### src/hw/rtl/idalloc_pkg.sv
// Shared types, field widths and codes of the id allocator.
package idalloc_pkg;

  localparam int unsigned DEF_MAX_IDS   = 1024;
  localparam int unsigned DEF_MAX_BATCH = 64;

  // fixed field widths of the channels
  localparam int unsigned REQ_W  = 2;
  localparam int unsigned CNT_IN_W = 7;
  localparam int unsigned ID_IN_W  = 10;
  localparam int unsigned STAT_W = 2;
  localparam int unsigned OCNT_W = 11;

  localparam logic [REQ_W-1:0] REQ_ALLOC = 2'd0;
  localparam logic [REQ_W-1:0] REQ_FREE  = 2'd1;
  localparam logic [REQ_W-1:0] REQ_QUERY = 2'd2;
  localparam logic [REQ_W-1:0] REQ_RSVD  = 2'd3;

  localparam logic [STAT_W-1:0] ST_OK       = 2'd0;
  localparam logic [STAT_W-1:0] ST_RANGE    = 2'd1;
  localparam logic [STAT_W-1:0] ST_INACTIVE = 2'd2;
  localparam logic [STAT_W-1:0] ST_FULL     = 2'd3;

  typedef enum logic [4:0] {
    S_IDLE = 5'b00001,
    S_CHK  = 5'b00010,
    S_EMIT = 5'b00100,
    S_ARD  = 5'b01000,
    S_AGR  = 5'b10000
  } state_t;

endpackage

### src/hw/rtl/idalloc_if.sv
// Valid/ready channel interfaces for requests and results.
interface idalloc_req_if import idalloc_pkg::*; ();
  logic                valid;
  logic                ready;
  logic [REQ_W-1:0]    req_type;
  logic [CNT_IN_W-1:0] count;
  logic [ID_IN_W-1:0]  id;

  modport source (output valid, req_type, count, id, input ready);
  modport sink   (input valid, req_type, count, id, output ready);
endinterface

interface idalloc_res_if import idalloc_pkg::*; ();
  logic               valid;
  logic               ready;
  logic [STAT_W-1:0]  status;
  logic [ID_IN_W-1:0] granted_id;
  logic               is_active;
  logic [OCNT_W-1:0]  active_count;
  logic [OCNT_W-1:0]  issued_count;
  logic               last;

  modport source (output valid, status, granted_id, is_active, active_count, issued_count,
                  last, input ready);
  modport sink   (input valid, status, granted_id, is_active, active_count, issued_count,
                  last, output ready);
endinterface

### src/hw/rtl/idalloc_ctrl.sv
// Request sequencer: decodes items, drives both memories and the result register.
module idalloc_ctrl import idalloc_pkg::*; #(
  parameter int unsigned MAX_IDS   = DEF_MAX_IDS,
  parameter int unsigned MAX_BATCH = DEF_MAX_BATCH
) (
  input  logic                       clk,
  input  logic                       rst_n,
  idalloc_req_if.sink                in_ch,
  idalloc_res_if.source              out_ch,
  // active map
  output logic                       am_we,
  output logic [$clog2(MAX_IDS)-1:0] am_waddr,
  output logic                       am_wdata,
  output logic                       am_re,
  output logic [$clog2(MAX_IDS)-1:0] am_raddr,
  input  logic                       am_rdata,
  // free stack
  output logic                       fs_we,
  output logic [$clog2(MAX_IDS)-1:0] fs_waddr,
  output logic [$clog2(MAX_IDS)-1:0] fs_wdata,
  output logic                       fs_re,
  output logic [$clog2(MAX_IDS)-1:0] fs_raddr,
  input  logic [$clog2(MAX_IDS)-1:0] fs_rdata
);

  localparam int unsigned ID_W  = $clog2(MAX_IDS);
  localparam int unsigned CW    = $clog2(MAX_IDS + 1);
  localparam int unsigned CMP_W = (CW > ID_IN_W) ? CW : ID_IN_W;
  localparam logic [CW-1:0]       MAX_IDS_C   = CW'(MAX_IDS);
  localparam logic [CNT_IN_W-1:0] MAX_BATCH_C = CNT_IN_W'(MAX_BATCH);

  state_t              state_r, state_nxt;
  logic [REQ_W-1:0]    req_r, req_nxt;
  logic [CNT_IN_W-1:0] cnt_r, cnt_nxt;
  logic [CNT_IN_W-1:0] k_r, k_nxt;
  logic [ID_IN_W-1:0]  id_r, id_nxt;
  logic [STAT_W-1:0]   em_stat_r, em_stat_nxt;
  logic                pop_r, pop_nxt;
  logic [CW-1:0]       depth_r, depth_nxt;
  logic [CW-1:0]       hw_r, hw_nxt;
  logic [CW-1:0]       live_r, live_nxt;

  logic                ov_r, ov_nxt;
  logic [STAT_W-1:0]   o_stat_r, o_stat_nxt;
  logic [ID_IN_W-1:0]  o_gid_r, o_gid_nxt;
  logic                o_act_r, o_act_nxt;
  logic [OCNT_W-1:0]   o_live_r, o_live_nxt;
  logic [OCNT_W-1:0]   o_hw_r, o_hw_nxt;
  logic                o_last_r, o_last_nxt;

  logic                slot_free;
  logic                load;
  logic                in_xfer;
  logic [CW:0]         avail;
  logic                id_oor;
  logic [ID_W-1:0]     gnt;
  logic                last_gnt;

  assign in_ch.ready = (state_r == S_IDLE);
  assign in_xfer     = in_ch.valid && in_ch.ready;
  assign slot_free   = !ov_r || out_ch.ready;

  // ids left in the free stack plus the unissued space
  assign avail    = {1'b0, depth_r} + {1'b0, MAX_IDS_C - hw_r};
  assign id_oor   = CMP_W'(in_ch.id) >= CMP_W'(hw_r);
  assign gnt      = pop_r ? fs_rdata : ID_W'(hw_r);
  assign last_gnt = (k_r + CNT_IN_W'(1)) == cnt_r;

  always_comb begin
    state_nxt   = state_r;
    req_nxt     = req_r;
    cnt_nxt     = cnt_r;
    k_nxt       = k_r;
    id_nxt      = id_r;
    em_stat_nxt = em_stat_r;
    pop_nxt     = pop_r;
    depth_nxt   = depth_r;
    hw_nxt      = hw_r;
    live_nxt    = live_r;
    load        = 1'b0;
    o_stat_nxt  = o_stat_r;
    o_gid_nxt   = o_gid_r;
    o_act_nxt   = o_act_r;
    o_live_nxt  = o_live_r;
    o_hw_nxt    = o_hw_r;
    o_last_nxt  = o_last_r;
    am_we       = 1'b0;
    am_waddr    = ID_W'(id_r);
    am_wdata    = 1'b0;
    am_re       = 1'b0;
    am_raddr    = ID_W'(in_ch.id);
    fs_we       = 1'b0;
    fs_waddr    = ID_W'(depth_r);
    fs_wdata    = ID_W'(id_r);
    fs_re       = 1'b0;
    fs_raddr    = ID_W'(depth_r - CW'(1));

    case (state_r)
      S_IDLE: begin
        if (in_xfer) begin
          req_nxt = in_ch.req_type;
          cnt_nxt = in_ch.count;
          id_nxt  = in_ch.id;
          k_nxt   = '0;
          if (in_ch.req_type == REQ_ALLOC) begin
            id_nxt = '0;
            if (in_ch.count == '0 || in_ch.count > MAX_BATCH_C) begin
              em_stat_nxt = ST_RANGE;
              state_nxt   = S_EMIT;
            end else if (avail < (CW+1)'(in_ch.count)) begin
              em_stat_nxt = ST_FULL;
              state_nxt   = S_EMIT;
            end else begin
              state_nxt = S_ARD;
            end
          end else if (in_ch.req_type == REQ_RSVD || id_oor) begin
            em_stat_nxt = ST_RANGE;
            state_nxt   = S_EMIT;
          end else begin
            // every id below the high-water mark was written when issued
            am_re     = 1'b1;
            state_nxt = S_CHK;
          end
        end
      end
      S_CHK: begin
        if (slot_free) begin
          load       = 1'b1;
          o_gid_nxt  = id_r;
          o_last_nxt = 1'b1;
          if (!am_rdata) begin
            o_stat_nxt = ST_INACTIVE;
            o_act_nxt  = 1'b0;
          end else if (req_r == REQ_FREE) begin
            am_we    = 1'b1;
            am_wdata = 1'b0;
            if (depth_r != MAX_IDS_C) begin
              fs_we     = 1'b1;
              depth_nxt = depth_r + CW'(1);
            end
            if (live_r != '0) begin
              live_nxt = live_r - CW'(1);
            end
            o_stat_nxt = ST_OK;
            o_act_nxt  = 1'b0;
          end else begin
            o_stat_nxt = ST_OK;
            o_act_nxt  = 1'b1;
          end
          o_live_nxt = OCNT_W'(live_nxt);
          o_hw_nxt   = OCNT_W'(hw_r);
          state_nxt  = S_IDLE;
        end
      end
      S_EMIT: begin
        if (slot_free) begin
          load       = 1'b1;
          o_stat_nxt = em_stat_r;
          o_gid_nxt  = id_r;
          o_act_nxt  = 1'b0;
          o_live_nxt = OCNT_W'(live_r);
          o_hw_nxt   = OCNT_W'(hw_r);
          o_last_nxt = 1'b1;
          state_nxt  = S_IDLE;
        end
      end
      S_ARD: begin
        // reuse the most recently freed id first
        pop_nxt   = (depth_r != '0);
        fs_re     = (depth_r != '0);
        state_nxt = S_AGR;
      end
      S_AGR: begin
        if (slot_free) begin
          load     = 1'b1;
          am_we    = 1'b1;
          am_waddr = gnt;
          am_wdata = 1'b1;
          live_nxt = live_r + CW'(1);
          if (pop_r) begin
            depth_nxt = depth_r - CW'(1);
          end else begin
            hw_nxt = hw_r + CW'(1);
          end
          o_stat_nxt = ST_OK;
          o_gid_nxt  = ID_IN_W'(gnt);
          o_act_nxt  = 1'b1;
          o_live_nxt = OCNT_W'(live_nxt);
          o_hw_nxt   = OCNT_W'(hw_nxt);
          o_last_nxt = last_gnt;
          k_nxt      = k_r + CNT_IN_W'(1);
          state_nxt  = last_gnt ? S_IDLE : S_ARD;
        end
      end
      default: begin
        state_nxt = S_IDLE;
      end
    endcase

    if (load) begin
      ov_nxt = 1'b1;
    end else if (out_ch.ready) begin
      ov_nxt = 1'b0;
    end else begin
      ov_nxt = ov_r;
    end
  end

  always_ff @(posedge clk) begin
    if (!rst_n) begin
      state_r <= S_IDLE;
      depth_r <= '0;
      hw_r    <= '0;
      live_r  <= '0;
      ov_r    <= 1'b0;
    end else begin
      state_r <= state_nxt;
      depth_r <= depth_nxt;
      hw_r    <= hw_nxt;
      live_r  <= live_nxt;
      ov_r    <= ov_nxt;
    end
  end

  always_ff @(posedge clk) begin
    req_r     <= req_nxt;
    cnt_r     <= cnt_nxt;
    k_r       <= k_nxt;
    id_r      <= id_nxt;
    em_stat_r <= em_stat_nxt;
    pop_r     <= pop_nxt;
    o_stat_r  <= o_stat_nxt;
    o_gid_r   <= o_gid_nxt;
    o_act_r   <= o_act_nxt;
    o_live_r  <= o_live_nxt;
    o_hw_r    <= o_hw_nxt;
    o_last_r  <= o_last_nxt;
  end

  assign out_ch.valid        = ov_r;
  assign out_ch.status       = o_stat_r;
  assign out_ch.granted_id   = o_gid_r;
  assign out_ch.is_active    = o_act_r;
  assign out_ch.active_count = o_live_r;
  assign out_ch.issued_count = o_hw_r;
  assign out_ch.last         = o_last_r;

  // every issued id is either live or parked on the free stack
  a_conserve: assert property (@(posedge clk) disable iff (!rst_n)
    ({1'b0, depth_r} + {1'b0, live_r}) == {1'b0, hw_r})
    else $error("free depth plus live count differs from high-water mark");

  a_hw_bound: assert property (@(posedge clk) disable iff (!rst_n)
    hw_r <= MAX_IDS_C)
    else $error("high-water mark above id space");

  a_last_idle: assert property (@(posedge clk) disable iff (!rst_n)
    (load && o_last_nxt) |=> (state_r == S_IDLE))
    else $error("final result loaded but sequencer not back to idle");

  a_pop_nonempty: assert property (@(posedge clk) disable iff (!rst_n)
    (state_r == S_AGR && pop_r) |-> (depth_r != '0))
    else $error("pop from an empty free stack");

  a_out_hold: assert property (@(posedge clk) disable iff (!rst_n)
    (ov_r && !out_ch.ready) |-> !load)
    else $error("result register overwritten while stalled");

endmodule
### src/flat_wrapper.sv
// flat-port wrapper written by rule: the top's interface ports become plain ports
module idalloc_ctrl_flat import idalloc_pkg::*;
#(
  parameter int unsigned MAX_IDS   = DEF_MAX_IDS,
  parameter int unsigned MAX_BATCH = DEF_MAX_BATCH
)
  (clk, rst_n, am_we, am_waddr, am_wdata, am_re, am_raddr, am_rdata, fs_we, fs_waddr, fs_wdata, fs_re, fs_raddr, fs_rdata, in_ch_valid, in_ch_req_type, in_ch_count, in_ch_id, in_ch_ready, out_ch_valid, out_ch_status, out_ch_granted_id, out_ch_is_active, out_ch_active_count, out_ch_issued_count, out_ch_last, out_ch_ready);
  idalloc_req_if in_ch_i ();
  idalloc_res_if out_ch_i ();
  input  logic clk;
  input  logic rst_n;
  output logic am_we;
  output logic [$clog2(MAX_IDS)-1:0] am_waddr;
  output logic am_wdata;
  output logic am_re;
  output logic [$clog2(MAX_IDS)-1:0] am_raddr;
  input  logic am_rdata;
  output logic fs_we;
  output logic [$clog2(MAX_IDS)-1:0] fs_waddr;
  output logic [$clog2(MAX_IDS)-1:0] fs_wdata;
  output logic fs_re;
  output logic [$clog2(MAX_IDS)-1:0] fs_raddr;
  input  logic [$clog2(MAX_IDS)-1:0] fs_rdata;
  input wire logic [$bits(in_ch_i.valid)-1:0] in_ch_valid;
  input wire logic [$bits(in_ch_i.req_type)-1:0] in_ch_req_type;
  input wire logic [$bits(in_ch_i.count)-1:0] in_ch_count;
  input wire logic [$bits(in_ch_i.id)-1:0] in_ch_id;
  output wire logic [$bits(in_ch_i.ready)-1:0] in_ch_ready;
  output wire logic [$bits(out_ch_i.valid)-1:0] out_ch_valid;
  output wire logic [$bits(out_ch_i.status)-1:0] out_ch_status;
  output wire logic [$bits(out_ch_i.granted_id)-1:0] out_ch_granted_id;
  output wire logic [$bits(out_ch_i.is_active)-1:0] out_ch_is_active;
  output wire logic [$bits(out_ch_i.active_count)-1:0] out_ch_active_count;
  output wire logic [$bits(out_ch_i.issued_count)-1:0] out_ch_issued_count;
  output wire logic [$bits(out_ch_i.last)-1:0] out_ch_last;
  input wire logic [$bits(out_ch_i.ready)-1:0] out_ch_ready;
  assign in_ch_i.valid = in_ch_valid;
  assign in_ch_i.req_type = in_ch_req_type;
  assign in_ch_i.count = in_ch_count;
  assign in_ch_i.id = in_ch_id;
  assign in_ch_ready = in_ch_i.ready;
  assign out_ch_valid = out_ch_i.valid;
  assign out_ch_status = out_ch_i.status;
  assign out_ch_granted_id = out_ch_i.granted_id;
  assign out_ch_is_active = out_ch_i.is_active;
  assign out_ch_active_count = out_ch_i.active_count;
  assign out_ch_issued_count = out_ch_i.issued_count;
  assign out_ch_last = out_ch_i.last;
  assign out_ch_i.ready = out_ch_ready;
  idalloc_ctrl #(.MAX_IDS(MAX_IDS), .MAX_BATCH(MAX_BATCH)) u_core (.clk(clk), .rst_n(rst_n), .in_ch(in_ch_i), .out_ch(out_ch_i), .am_we(am_we), .am_waddr(am_waddr), .am_wdata(am_wdata), .am_re(am_re), .am_raddr(am_raddr), .am_rdata(am_rdata), .fs_we(fs_we), .fs_waddr(fs_waddr), .fs_wdata(fs_wdata), .fs_re(fs_re), .fs_raddr(fs_raddr), .fs_rdata(fs_rdata));
endmodule
### config.mk
export PLATFORM = sky130hd
export DESIGN_NAME = idalloc_ctrl_flat
export DESIGN_NICKNAME = d
export VERILOG_FILES = /design/src/hw/rtl/idalloc_pkg.sv /design/src/hw/rtl/idalloc_if.sv /design/src/hw/rtl/idalloc_ctrl.sv /design/src/flat_wrapper.sv
export SDC_FILE = /design/constraint.sdc
export NUM_CORES = 1
export LEC_CHECK = 0
export BUFFER_PORTS_ARGS = -buffer_cell sky130_fd_sc_hd__buf_2
export CORE_ASPECT_RATIO = 0.75
export CORE_MARGIN = 2
export CORE_UTILIZATION = 40
export CTS_CLUSTER_SIZE = 28
export DETAILED_ROUTE_END_ITERATION = 7
export PLACE_DENSITY = 0.66
export SKIP_CTS_REPAIR_TIMING = 1
export SLEW_MARGIN = 15
export SYNTH_ARGS = -nofsm -noshare
export SYNTH_HDL_FRONTEND = slang
export SYNTH_SLANG_ARGS = --single-unit
### constraint.sdc
create_clock -name clk -period 3.5 [get_ports clk]
set_input_delay 0.175 -clock clk [delete_from_list [all_inputs] [get_ports clk]]
set_output_delay 0.175 -clock clk [all_outputs]
set_load 0.05 [all_outputs]
[Word-level counts from Yosys, hierarchy flattened]
Index checks and enable logic that the tools add are counted.
Storage, ports and cells
  bits in registers: 104
  bits in latches: 0
  bits in writable memories: 0
  ROM bits: 0
  input bits: 34
  output and inout bits: 93
  memories: 0
Cells by class
  add/subtract/negate cells: 8
  $mul: 0
  divide/modulo/power cells: 0
  order comparisons: 3
  equality and inequality tests: 19
  shift-type cells: 0
  multiplexer cells: 73
  bitwise gates (word level): 0
  reduce and logical (&&, ||, !) cells: 26
Operators by type and width (count)
  $mux W11: 15
  $pmux W11 S2: 3
  $mux W10: 5
  $add A11 B1 Y11 const B: 3
  $pmux W11 S3: 1
  $mux W5: 5
  $mux W1: 24
  $reduce_bool A11 Y1: 2
  $sub A11 B1 Y11 const B: 2
  $pmux W10 S2: 1
  $pmux W5 S4: 1
  $mux W2: 8
  $mux W7: 2
  $ne A2 B1 Y1 const B: 7
  $pmux W7 S2: 1
  $add A11 B11 Y12: 1
  $lt A12 B7 Y1: 1
  $reduce_and A3 Y1: 4
  $ge A10 B11 Y1: 1
  $ne A11 B11 Y1 const B: 1
  $sub A11 B11 Y11 const A: 1
  $reduce_bool A2 Y1: 5
  $mux W4: 2
  $reduce_and A4 Y1: 2
  other kinds (26): 31

[Depth between registers and ports, before layout]
  depth after elaboration: 8
  depth in mapped cells: 16

[Least setup slack after synthesis]
Ideal clock, no wire load.
  path type: register to register
  start: register u_core.hw_r[0]
  end: register u_core.em_stat_r[1] (enable)
  data arrival time: 3.508 ns
  data required time: 3.196 ns
  setup slack: -0.312 ns
  cell stages (with the launch flop): 14
  buffers on the path: 0
  cell sequence: dfxtp_1 inv_1 ha_1 fa_1 a21o_1 a221oi_1 xnor2_1 ha_1 a22oi_1 o211ai_1 a2111oi_0 o211a_1 o211ai_1 a21oi_1
On the way
  word-level cells in the longest chain between the ends: 5
  elaborated cells on any way between the ends: 8
  classes of those cells: add/sub: 2; order compare: 2; eq/ne: 1; reduce/logical: 3
RTL lines
  from (decl): line idalloc_ctrl.sv:40  | logic [CW-1:0] hw_r, hw_nxt;
  from (signal assigned): line idalloc_ctrl.sv:219  | hw_r <= hw_nxt;
  $sub A11 B11 Y11: line idalloc_ctrl.sv:64  | assign avail = {1'b0, depth_r} + {1'b0, MAX_IDS_C - hw_r};
  $add A11 B11 Y12: line idalloc_ctrl.sv:64
  $lt A12 B7 Y1: line idalloc_ctrl.sv:110  | end else if (avail < (CW+1)'(in_ch.count)) begin
  $ne A3 B3 Y1 (no source line)
  $reduce_and A4 Y1 (no source line) *
  to (signal assigned): line idalloc_ctrl.sv:230  | em_stat_r <= em_stat_nxt;
  to (decl): line idalloc_ctrl.sv:37  | logic [STAT_W-1:0] em_stat_r, em_stat_nxt;
Every way passes the cells marked *; elsewhere a longest branch is shown, timed or not.
A chain may end at the register's enable or synchronous reset.

[Worst setup path in the final report]
Same ends and word-level chain as after synthesis.

==> run_results.csv <==
group,metric,value,unit
clocking,root_buffer,"clkbuf_16",
synthesis,synth_top_cell_by_area,"edfxtp_1",
layout,stdcell_count,1062,
route,viasPerCell,5.30,
clocking,cts_made_buffers,9,
layout,fillerInstances,1604,
die,die_h,117,um
die,die_w,155,um
placed_design,dpl_cell_area,7600,um^2
synthesis,synth_ff_type,"edfxtp_1",
setup_path,worstSetupPathType,"flop to flop",
sta,fin_tns_setup,0,ns
synthesis,seq_area_frac_synth,0.397,
grt,grtUsageTotal,0.192,
die,initial_utilization,0.407,
layout,final_area,8000,um^2
layout,area_delta_synth_final,17.4,%
power_and_ir_drop,p_leak,3.44,nW
sta,fin_crit_sh,0.996,
setup_path,cp.arrival,3.55,ns
power_and_ir_drop,power_per_cell_area,345,nW/um^2
setup_path,cpPeakStageDelay,0.33,ns
synthesis,synth.area.top_cells,"edfxtp_1 (28%), dfxtp_1 (11%), ha_1 (7.2%)",
synthesis,syn_inst,729,
setup_path,crit_fanout,7,
clocking,clock_sinks,103,
synthesis,syn_area,6810,um^2
sta,whs,0.0198,ns
setup_path,slowest_stage,"dfxtp_2",
sta,worst_slack,0.0132,ns
route,ant_nets,0,
grt,grt_max_degree,40,
die,coreArea,16700,um^2
setup_path,crit_buf_inv,2,
route,wl_per_cell,16.7,um
hold_path,hold_class,"input pin to flop",
synthesis,syn_area_per_cell,9.34,um^2
flow_run,cap_violations,0,
die,io_pins,127,
clocking,clkTransAtPathRegs,0.08,ns
sta,maxSlewViolCount,0,
placed_design,gp_congestion,0.933,
grt,globalRoute.totalOverflow,0,
synthesis,ys_async_sr_fraction,0,
sta,rsz0062_at_grt,"true",
setup_path,required,3.56,ns
grt,grt_first_pass_wirelength,27.2,mm
layout,final_cell_mix,"buf_2 (126), nand2_1 (78), edfxtp_1 (64), nor2_1 (62), xnor2_1 (47)",
sta,tightest_slew,0.981,ns
synthesis,synth_edf_count,64,
grt,antenna_found_initial,1,
sta,finalSetupViolations,0,
setup_path,end_kind,"flop",
power_and_ir_drop,finalPower,2.76,mW
layout,post-route-util,0.478,
placed_design,place_inst,1043,
route,vias,5627,
die,dieArea,18100,um^2
setup_path,cp-start-kind,"flop",
sta,fin_crit,3.49,ns
clocking,ctsHtreeMaxLevel,3,
synthesis,ys_seq_elements,103,
route,drt_iter0_markers,389,
clocking,cts_tree,"done",
sta,max_freq,287,MHz
grt,busiest_layer,"met2",
grt,use_met2,0.290,
layout,drive_above_1_share,0.259,
synthesis,synth_top_area_share,0.282,
route,firstDrtPassIters,5,
route,wirelength,17.7,mm
sta,maxSlewHeadroom,0.345,
clocking,clock_path_buffers,2,
clocking,clock_latency,0.35,ns
placed_design,port_buffers,126,
die,rows,41,
grt,globalRouteMet1Util,0.287,
setup_path,crit_chain,"buf_6 > nor2_4 > a41oi_2 > a21oi_1 > ha_1 > buf_4 > a221oi_4 > xnor2_1 > ha_1 > a22oi_1 > o211ai_1 > a2111oi_2 > o211a_1 > o211ai_1 > a21oi_1",
layout,mostFrequentLayoutCell,"buf_2",
power_and_ir_drop,peakVddDrop,0.000211,V
sta,hold_viol_final,0,
setup_path,critical-path-top-delay-family,"compound AO/OA/AOI/OAI gates",
synthesis,synth.distinct_cells,77,
run_status,status,"completed",
placed_design,place_hpwl,13.5,mm
synthesis,syn_nets,803,
grt,gr-usage-met3,0.0365,
layout,fin_nets,916,
grt,grt_pass1_vias,4953,
layout,n_antenna_cell,0,
synthesis,yosys_warnings,0,
route,drc,0,
placed_design,pre_cts_ws,-0.0779,ns
sta,worst_clock_skew,0.00710,ns
-- metal layers --
metal	vias to the layer above	routed length (um)
met1	2662	8870
met3	15	877
li1	2803	-
met4	2	135
met2	145	7820
met5	-	9
-- cells by family (layout without fill, tap and decap cells) --
family                     after synthesis  count (layout)  synth area share
and+or+nand+nor                        263             263             0.199
AOI/OAI and AO/OA                      140             140             0.132
DFF                                    103             103             0.397
buffers and inverters                   96             214            0.0766
xor gates and xnor gates                72              72            0.0989
adders and majority gates               40              40            0.0746
muxes                                   15              15            0.0221
-- power by group --
part / switching [mW] / internal (mW) / leakage [nW] / total (mW)
logic: 0.279 / 0.111 / 2.38 / 0.391
clock network: 0.483 / 0.514 / 0.141 / 0.997
registers: 0.0291 / 1.34 / 0.917 / 1.37
-- synth_stat cells, drive strengths merged (6+ instances only) --
cell    count
nand2      78
edfxtp     64
nor2       64
xnor2      48
buf        43
a21oi      39
dfxtp      39
ha         39
o21ai      39
inv        31
nor3       23
xor2       21
clkbuf     19
nand3      19
mux2i      15
nor2b      13
o211ai     12
and3        9
nand4       8
or3         8
or4         8
a31oi       7
nor4        6
nor4b       6
-- flip-flops by register name, indices dropped and copies added (netlist names) --
signal	cells
u_core.depth_r	11
u_core.hw_r	11
u_core.live_r	11
u_core.out_ch.active_count	11
u_core.out_ch.issued_count	11
u_core.fs_wdata	10
u_core.out_ch.granted_id	10
u_core.cnt_r	7
u_core.k_r	7
u_core.state_r	5
u_core.out_ch.status	2
u_core.req_r	2
u_core.em_stat_r	1
u_core.out_ch.is_active	1
u_core.out_ch.last	1
u_core.out_ch.valid	1
u_core.pop_r	1
-- path summary, 6_finish.rpt --
path,depth (start not counted),from,to,slack [ns]
setup / recovery,15,u_core.hw_r[0]$_SDFFE_PN0P_,u_core.em_stat_r[1]$_SDFFCE_PN0P_,0.01
hold / removal,1,in_ch_count[3],u_core.cnt_r[3]$_DFFE_PP_,0.02
setup reg to reg,15,u_core.hw_r[0]$_SDFFE_PN0P_,u_core.em_stat_r[1]$_SDFFCE_PN0P_,0.01
hold reg to reg,2,u_core.depth_r[10]$_SDFFE_PN0P_,u_core.depth_r[10]$_SDFFE_PN0P_,0.54
-- area by class of cell --
cell class,count,area (um^2),share of cell area
clock buffers,10,239,0.0299
repair buffers,164,920,0.115
well taps,215,269,0.0336
inverters,34,128,0.0160
multi-input cells,530,3680,0.460
clock inverters,6,53.8,0.00673
flip-flops and latches,103,2710,0.339
Power figures use the tool's default switching activity.
